### config.mk
export PLATFORM = sky130hd
export DESIGN_NAME = seven_segment_cached_writer
export DESIGN_NICKNAME = d
export VERILOG_FILES = /design/src/rtl/ssw_pkg.sv /design/src/rtl/ssw_glyph.sv /design/src/rtl/seven_segment_cached_writer.sv
export SDC_FILE = /design/constraint.sdc
export NUM_CORES = 1
export LEC_CHECK = 0
export BUFFER_PORTS_ARGS = -buffer_cell sky130_fd_sc_hd__buf_2
export CAP_MARGIN = 20
export CORE_MARGIN = 3
export CORE_UTILIZATION = 28
export DETAILED_ROUTE_END_ITERATION = 16
export PLACE_DENSITY = 0.54
export SYNTH_ARGS = -nofsm -noshare
export SYNTH_HDL_FRONTEND = slang
export SYNTH_SLANG_ARGS = --single-unit
### constraint.sdc
create_clock -name clk -period 5.1 [get_ports clk]
set_input_delay 1.53 -clock clk [delete_from_list [all_inputs] [get_ports clk]]
set_output_delay 1.53 -clock clk [all_outputs]
set_load 0.02 [all_outputs]
### src/rtl/ssw_pkg.sv
// Shared constants, types and font tables for the seven-segment cached writer.
`default_nettype none

package ssw_pkg;

    localparam int DIGIT_COUNT = 8;
    localparam int IDX_W       = (DIGIT_COUNT > 1) ? $clog2(DIGIT_COUNT) : 1;

    typedef logic [7:0]       seg_t;
    typedef logic [7:0]       char_t;
    typedef logic [3:0]       digit_t;
    typedef logic [IDX_W-1:0] idx_t;

    localparam logic OP_WRITE = 1'b0;
    localparam logic OP_CLEAR = 1'b1;

    localparam seg_t POINT_BIT     = 8'h80;
    localparam seg_t MINUS_PATTERN = 8'h01;
    localparam seg_t CARET_PATTERN = 8'h63;
    localparam seg_t BLANK_PATTERN = 8'h00;

    localparam char_t CHAR_MINUS = 8'h2D;
    localparam char_t CHAR_CARET = 8'h5E;

    localparam seg_t DIGIT_FONT [10] = '{
        8'h7E, 8'h30, 8'h6D, 8'h79, 8'h33, 8'h5B, 8'h5F, 8'h70, 8'h7F, 8'h7B
    };

    localparam seg_t LETTER_FONT [26] = '{
        8'h77, 8'h1F, 8'h4E, 8'h3D, 8'h4F, 8'h47, 8'h5E, 8'h37, 8'h30, 8'h38,
        8'h07, 8'h0E, 8'h56, 8'h15, 8'h7E, 8'h67, 8'h73, 8'h05, 8'h5B, 8'h0F,
        8'h3E, 8'h1C, 8'h2A, 8'h37, 8'h3B, 8'h6D
    };

endpackage

`default_nettype wire

### src/rtl/ssw_glyph.sv
// ASCII to segment pattern decoder with decimal point merge.
`default_nettype none

module ssw_glyph (
    input  wire ssw_pkg::char_t code,
    input  wire logic           dp,
    output ssw_pkg::seg_t       seg
);

    logic          is_digit;
    logic          is_upper;
    logic          is_lower;
    logic [3:0]    digit_idx;
    logic [4:0]    letter_idx;
    ssw_pkg::seg_t base;

    assign is_digit = (code >= 8'h30) && (code <= 8'h39);
    assign is_upper = (code >= 8'h41) && (code <= 8'h5A);
    assign is_lower = (code >= 8'h61) && (code <= 8'h7A);

    // 'A' and 'a' both have 5'b00001 in the low bits
    assign digit_idx  = code[3:0];
    assign letter_idx = 5'(code[4:0] - 5'd1);

    always_comb
    begin
        if (is_digit)
        begin
            base = ssw_pkg::DIGIT_FONT[digit_idx];
        end
        else if (is_upper || is_lower)
        begin
            base = ssw_pkg::LETTER_FONT[letter_idx];
        end
        else if (code == ssw_pkg::CHAR_MINUS)
        begin
            base = ssw_pkg::MINUS_PATTERN;
        end
        else if (code == ssw_pkg::CHAR_CARET)
        begin
            base = ssw_pkg::CARET_PATTERN;
        end
        else
        begin
            base = ssw_pkg::BLANK_PATTERN;
        end
    end

    assign seg = dp ? (base | ssw_pkg::POINT_BIT) : base;

endmodule

`default_nettype wire

### src/rtl/seven_segment_cached_writer.sv
// Top level: cached write filter in front of a seven-segment digit driver.
`default_nettype none

// An accepted item sits in the input register, where it is checked against
// the per-slot character cache and point mask and, if it changes the
// display, turned into one driver register write held in the output
// register. Writes that change nothing or name a slot beyond the digit count
// produce no transfer. A new write item is taken every cycle while the output
// side keeps up and no clear burst is draining. A clear item resets the
// cache at once and then streams one blank write per digit, rightmost first,
// from the output register; it leaves the input register when accepted, but
// the next item that writes waits there until the burst's last beat is taken,
// since the output register is the only buffer for the burst.

module seven_segment_cached_writer (
    input  wire logic           clk,
    input  wire logic           rst_n,

    input  wire logic           in_valid,
    output logic                in_ready,
    input  wire logic           operation,
    input  wire logic [3:0]     position,
    input  wire logic [7:0]     character,
    input  wire logic           decimal_point,

    output logic                out_valid,
    input  wire logic           out_ready,
    output logic [3:0]          digit_register,
    output logic [7:0]          segment_bits,
    output logic                last
);

    // input register
    logic                   iv_reg;
    logic                   op_reg;
    logic [3:0]             slot_reg;
    ssw_pkg::char_t         code_reg;
    logic                   dp_reg;

    // display cache
    ssw_pkg::char_t         shown_reg [ssw_pkg::DIGIT_COUNT];
    logic [ssw_pkg::DIGIT_COUNT-1:0] point_reg;

    // output register
    logic                   ov_reg;
    logic                   ov_next;
    ssw_pkg::digit_t        digit_reg;
    ssw_pkg::digit_t        digit_next;
    ssw_pkg::seg_t          seg_reg;
    ssw_pkg::seg_t          seg_next;
    logic                   last_reg;
    logic                   last_next;

    ssw_pkg::idx_t          idx;
    logic                   in_range;
    logic                   hit;
    logic                   emit;
    logic                   out_free;
    logic                   consume;
    logic                   in_xfer;
    ssw_pkg::seg_t          glyph;
    ssw_pkg::digit_t        digit_inc;

    assign idx      = slot_reg[ssw_pkg::IDX_W-1:0];
    assign in_range = slot_reg < 4'(ssw_pkg::DIGIT_COUNT);
    assign hit      = (shown_reg[idx] == code_reg) && (point_reg[idx] == dp_reg);
    assign emit     = (op_reg == ssw_pkg::OP_CLEAR) || (in_range && !hit);

    // output register frees up when empty or when its final beat is taken
    assign out_free = !ov_reg || (out_ready && last_reg);
    assign consume  = iv_reg && (!emit || out_free);
    assign in_ready = !iv_reg || consume;
    assign in_xfer  = in_valid && in_ready;

    assign digit_inc = 4'(digit_reg + 4'd1);

    ssw_glyph u_glyph (
        .code (code_reg),
        .dp   (dp_reg),
        .seg  (glyph)
    );

    always_comb
    begin
        ov_next    = ov_reg;
        digit_next = digit_reg;
        seg_next   = seg_reg;
        last_next  = last_reg;
        if (consume && emit)
        begin
            ov_next = 1'b1;
            if (op_reg == ssw_pkg::OP_CLEAR)
            begin
                digit_next = 4'd1;
                seg_next   = ssw_pkg::BLANK_PATTERN;
                last_next  = (ssw_pkg::DIGIT_COUNT == 1);
            end
            else
            begin
                digit_next = 4'(4'(ssw_pkg::DIGIT_COUNT) - slot_reg);
                seg_next   = glyph;
                last_next  = 1'b1;
            end
        end
        else if (ov_reg && out_ready)
        begin
            if (last_reg)
            begin
                ov_next = 1'b0;
            end
            else
            begin
                // next beat of a clear burst
                digit_next = digit_inc;
                seg_next   = ssw_pkg::BLANK_PATTERN;
                last_next  = (digit_inc == 4'(ssw_pkg::DIGIT_COUNT));
            end
        end
    end

    always_ff @(posedge clk or negedge rst_n)
    begin
        if (!rst_n)
        begin
            iv_reg    <= 1'b0;
            ov_reg    <= 1'b0;
            last_reg  <= 1'b0;
            point_reg <= '0;
            for (int i = 0; i < ssw_pkg::DIGIT_COUNT; i++)
            begin
                shown_reg[i] <= '0;
            end
        end
        else
        begin
            if (in_xfer)
            begin
                iv_reg <= 1'b1;
            end
            else if (consume)
            begin
                iv_reg <= 1'b0;
            end

            ov_reg   <= ov_next;
            last_reg <= last_next;

            if (consume && (op_reg == ssw_pkg::OP_CLEAR))
            begin
                point_reg <= '0;
                for (int i = 0; i < ssw_pkg::DIGIT_COUNT; i++)
                begin
                    shown_reg[i] <= '0;
                end
            end
            else if (consume && emit)
            begin
                shown_reg[idx] <= code_reg;
                point_reg[idx] <= dp_reg;
            end
        end
    end

    always_ff @(posedge clk)
    begin
        if (in_xfer)
        begin
            op_reg   <= operation;
            slot_reg <= position;
            code_reg <= character;
            dp_reg   <= decimal_point;
        end
        digit_reg <= digit_next;
        seg_reg   <= seg_next;
    end

    assign out_valid      = ov_reg;
    assign digit_register = digit_reg;
    assign segment_bits   = seg_reg;
    assign last           = last_reg;

endmodule

`default_nettype wire
## After elaboration in Yosys (flattened, before gate mapping)

Memories as Yosys holds them, arrays and structs flattened.
Index checks and enable logic that the tools add are counted.

- Bits in writable memories: 0
- Flip-flop bits (word level): 101
- Output and inout bits: 15
- Input bits: 18
- Memory bits (read-only): 384
- Bits in latches: 0
- Memories: 2

- Mux-type cells: 41
- Equal/unequal tests: 6
- Multipliers: 0
- $add $sub $neg: 3
- Bitwise operators: 3
- Shift operators: 0
- Reduce and logical (&&, ||, !) cells: 28
- Div/mod/pow operators: 0
- Magnitude comparators: 13

Memory list:

| memory | depth | width | rd ports | clocked after Yosys merged registers in | write ports | RTL line | RTL |
|---|---|---|---|---|---|---|---|
| (no name shown) | 32 | 8 | 1 | 0 | 0 | ssw_glyph.sv:33 | `base = ssw_pkg::LETTER_FONT[letter_idx];` |
| (no name shown) | 16 | 8 | 1 | 0 | 0 | ssw_glyph.sv:29 | `base = ssw_pkg::DIGIT_FONT[digit_idx];` |

Operator list:

| operator | count |
|---|---|
| 2-to-1 mux 8 bit | 17 |
| 2-to-1 mux 64 bit | 2 |
| bitwise mux 64 bit | 1 |
| binary-select mux 8 bit (select 3 bit) | 1 |
| demux 8 bit (select 3 bit) | 1 |
| >= comparator 8 x 7 -> 1 bit, second input constant | 2 |
| less-or-equal comparator 8 x 7 -> 1 bit, second input constant | 2 |
| 2-to-1 mux 4 bit | 4 |
| logical AND 1 bit | 13 |
| 2-to-1 mux 1 bit | 11 |
| bitwise mux 8 bit | 1 |
| equality test 8 x 6 -> 1 bit, second input constant | 1 |
| equality test 8 x 7 -> 1 bit, second input constant | 1 |
| equality test 8 bit | 1 |
| >= comparator 8 x 6 -> 1 bit, second input constant | 1 |
| less-or-equal comparator 8 x 6 -> 1 bit, second input constant | 1 |
| nonzero test 2 bit | 4 |
| 2-to-1 mux 7 bit | 1 |
| >= comparator 6 bit, second input constant | 1 |
| NOT 5 -> 6 bit | 1 |
| >= comparator 5 bit, second input constant | 1 |
| logical OR 1 bit | 5 |
| NOT 4 -> 5 bit | 1 |
| subtractor 5 x 1 -> 5 bit, second input constant | 1 |
| other kinds (15) | 19 |

## Longest topological paths before layout

- Word-level depth: 15
- Mapped depth: 13
- Depth with buffers taken out: 10

## By module

From an unflattened synthesis, not the netlist that was laid out.

- Cell total of the unflattened synthesis: 550
- Area, all modules: 5779.3 um^2

Modules (own cells, without submodules):

| module | seq. area each (um^2) | times used | area each (um^2) | cells an instance |
|---|---|---|---|---|
| seven_segment_cached_writer | 2657.5 | 1 | 4936.0 | 420 |
| ssw_glyph | 0.0 | 1 | 843.3 | 130 |

## Least setup slack after synthesis

Ideal clock, no wire load.

- Path type: register to output
- Start point: register slot_reg[2]
- End point: output in_ready
- Path slack: 1133 ps
- Path buffers: 2
- Data arrival time: 2437 ps
- Stages on the path, launching flop included: 10
- Path through: edfxtp_1 buf_4 buf_4 nor2b_1 a22o_1 a221oi_1 xor2_1 nor4_1 a21oi_1 o211ai_1

- Cells in the longest elaborated chain, start to end: 13

RTL lines:

| what | RTL line | RTL |
|---|---|---|
| start: declaration | seven_segment_cached_writer.sv:36 | `logic [3:0] slot_reg;` |
| start signal: assignment | seven_segment_cached_writer.sv:169 | `slot_reg <= position;` |
| NOT 3 -> 4 bit (implied by the code) | seven_segment_cached_writer.sv:66 | `assign hit = (shown_reg[idx] == code_reg) && (point_reg[idx] == dp_reg);` |
| binary-select mux 8 bit (select 3 bit) | seven_segment_cached_writer.sv:66 |  |
| 2-to-1 mux 8 bit (implied by the code) (2 in series) | seven_segment_cached_writer.sv:66 |  |
| equality test 8 bit | seven_segment_cached_writer.sv:66 |  |
| logical AND 1 bit | seven_segment_cached_writer.sv:66 |  |
| zero test 1 bit | seven_segment_cached_writer.sv:67 | `assign emit = (op_reg == ssw_pkg::OP_CLEAR) \|\| (in_range && !hit);` |
| logical AND 1 bit (*) | seven_segment_cached_writer.sv:67 |  |
| logical OR 1 bit (*) | seven_segment_cached_writer.sv:67 |  |
| zero test 1 bit (*) | seven_segment_cached_writer.sv:71 | `assign consume = iv_reg && (!emit \|\| out_free);` |
| logical OR 1 bit (*) | seven_segment_cached_writer.sv:71 |  |
| logical AND 1 bit (*) | seven_segment_cached_writer.sv:71 |  |
| logical OR 1 bit (*) | seven_segment_cached_writer.sv:72 | `assign in_ready = !iv_reg \|\| consume;` |
| end: declaration | seven_segment_cached_writer.sv:20 | `output logic in_ready,` |

Every way passes the cells marked *; elsewhere a longest branch is shown, timed or not. The select of a mux whose other input is x is not followed.

## Worst setup path after layout

- Start point: register slot_reg[0]
- End point: output in_ready

The elaborated chain is that of the path after synthesis.

==> impl_metrics.env <==
export IMPL_min_path_cells=1
export IMPL_grt_max_degree=76
export IMPL_num_vias=3864
export IMPL_hpwl_mm=9.68
export IMPL_critPathMaxFanout=16
export IMPL_yosysTopAreaCell="dfrtp_1"
export IMPL_antenna_found_initial=0
export IMPL_synth_most_common_cell="dfrtp_1"
export IMPL_totalWireLength_mm=14.0
export IMPL_io_buffers=32
export IMPL_dpl_instance_area_um2=5740
export IMPL_grt_pass1_vias=3848
export IMPL_cts_buffers=9
export IMPL_status="complete, no violations"
export IMPL_final_fill_count=1858
export IMPL_first_iter_violations=284
export IMPL_grt_overflow=0
export IMPL_yosys_warnings=0
export IMPL_fin_crit_sh_pct=91.1
export IMPL_synth_area_per_cell_um2=11.6
export IMPL_start_util_pct=28.6
export IMPL_grt_pass1_wl_mm=22.3
export IMPL_leakagePower_nw=2.54
export IMPL_fin_ws_ps=456
export IMPL_rr_endpoint="code_reg[4]$_DFFE_PP_"
export IMPL_drtAntennaViolNets=0
export IMPL_clkTransAtPathRegs_ps=70
export IMPL_final_area_um2=6100
export IMPL_fin_tns_setup_ps=0
export IMPL_hold_viol=0
export IMPL_clock_fmax_ghz=0.215
export IMPL_synth_seq_cells=101
export IMPL_antennaDiodeCount=0
export IMPL_areaGrowthSynthToFinish_pct=13.6
export IMPL_core_area_um2=18800
export IMPL_use_met3_pct=2.48
export IMPL_gp_congestion=0.826
export IMPL_wire_per_inst_um=19.2
export IMPL_total_power_mw=2.60
export IMPL_gr_usage_met1_pct=19.1
export IMPL_r2r_slack_ps=1470
export IMPL_post_route_min_period_ps=4640
export IMPL_crit_path_end_kind="output pin"
export IMPL_rr_worst_depth=10
export IMPL_clockRootBuffer="clkbuf_16"
export IMPL_ctsHoldBuffers=0
export IMPL_timing_rr_start="slot_reg[0]$_DFFE_PP_"
export IMPL_h_tree_depth=3
export IMPL_firstDrtPassIters=5
export IMPL_cts_path_max_buffers=2
export IMPL_die_w_um=144
export IMPL_synthDominantCellAreaShare_pct=35.0
export IMPL_yosysUniqueCellTypes=60
export IMPL_worstHoldEndpoint="shown_reg[19]$_DFFE_PN0P_"
export IMPL_final_core_util_pct=32.5
export IMPL_skew_ps=10.5
export IMPL_vdd_drop_max_v=0.000149
export IMPL_drc=0
export IMPL_syn_instance_count=464
export IMPL_synth_edff_count=26
export IMPL_worst_pin_slew_ps=964
export IMPL_syn_num_nets=494
export IMPL_cts_sinks=101
export IMPL_slew_viol_final=0
export IMPL_finalSetupViolCount=0
export IMPL_critPathRequiredTime_ps=3570
export IMPL_multi_input_area_um2=2520
export IMPL_setup_worst_path_start_class="register"
export IMPL_largest_reg_flops=64
export IMPL_relSlewSlack_pct=35.8
export IMPL_hp_start="shown_reg[19]$_DFFE_PN0P_"
export IMPL_fp_dieArea_um2=20900
export IMPL_busiest_layer="met2"
export IMPL_max_cap_violations=0
export IMPL_layout_nets=522
export IMPL_p_per_area_nw_per_um2=427
export IMPL_synthTopCellsByCount="dfrtp_1, nand2_1, mux2i_1"
export IMPL_dieHeight_um=144
export IMPL_use_met2_pct=22.1
export IMPL_syn_area_um2=5370
export IMPL_drive_above_1_share_pct=17.1
export IMPL_yosys_most_used_dff="dfrtp_1"
export IMPL_insertion_delay_ps=360
export IMPL_arrival_ps=3110
export IMPL_crit_type="register to output pin"
export IMPL_num_rows=50
export IMPL_cts_tree="built"
export IMPL_ys_async_sr_fraction_pct=74.3
export IMPL_hp_class="register to register"
export IMPL_synth_area_leaders="dfrtp_1, edfxtp_1, mux2i_1, o2bb2ai_1, nand2_1"
export IMPL_vias_per_cell=5.29
export IMPL_rsz0062_at_grt="no"
export IMPL_grt_usage_pct=14.0
export IMPL_pre_cts_ws_ps=602
export IMPL_register_area_um2=2660
export IMPL_ios=33
export IMPL_ys_seq_area_share_pct=49.5
-- what timing repair did --
item | in CTS | in global routing
setup buffers | 0 | 3
hold endpoints to repair | 0 | 0
endpoints found under the setup margin | 0 | 1
resized for setup | 0 | 0
-- worst max-delay path by stage --
stage,start,to,slack (ps)
finish,slot_reg[0]$_DFFE_PP_,in_ready,460
global route,slot_reg[0]$_DFFE_PP_,in_ready,240
CTS,slot_reg[1]$_DFFE_PP_,in_ready,180
detailed placement,slot_reg[1]$_DFFE_PP_,in_ready,600
global placement,slot_reg[1]$_DFFE_PP_,in_ready,630
floorplan,slot_reg[2]$_DFFE_PP_,in_ready,1130
-- cells by family (layout without fill, tap and decap cells) --
family / count (synthesis) / in the layout / share of synthesized area [%]
compound gates: 111 / 111 / 16.5
xor+xnor: 16 / 16 / 2.61
fa+ha+maj: 12 / 12 / 2.80
buf+inv: 34 / 67 / 3.50
flops: 101 / 101 / 49.5
mux: 62 / 62 / 13.7
simple gates: 128 / 128 / 11.4
-- metal layers --
layer,wire (um),share of wire (%)
met5,0,0
met4,320,2.3
met3,653,4.7
met2,6660,48
met1,6370,45
-- critical path: stages, from the launching register on --
cell and delay (ps):
edfxtp_1 410, buf_12 170, buf_4 200, nand2_1 140, o22ai_1 110, a221o_1 280, xnor2_1 130, nor4_1 590
a21oi_1 200, o211ai_1 300, buf_2 230
-- stage by stage --
step / std cells / hold WS [ps]
2_1_floorplan: 464 / 448
3_3_place_gp: 712 / 467
3_5_place_dp: 712 / 467
4_1_cts: 728 / 487
5_1_grt: 731 / 495
6_report: 731 / 485
-- cells in the final DEF (no fill, tap or decap), drive strengths merged, types with 10 or more instances in the layout --
cell,count
a21oi,15
ha,12
clkbuf,10
o21ai,10
o2bb2ai,46
mux2i,47
nand2,71
edfxtp,26
dfrtp,75
buf,43
nor2,21
-- layout make-up --
cell class | instances | area share (%)
Inverter | 8 | 0.493
Timing Repair Buffer | 43 | 4.64
Clock inverter | 6 | 0.985
Sequential cell | 101 | 43.6
Multi-Input combinational cell | 329 | 41.4
Tap cell | 234 | 4.80
Clock buffer | 10 | 4.10
-- power by group --
group | internal, mW | switching (mW) | total [mW]
clock network | 0.408 | 0.305 | 0.713
logic | 0.295 | 0.515 | 0.809
registers | 0.991 | 0.0913 | 1.08
(Power assumes the default switching activity.)
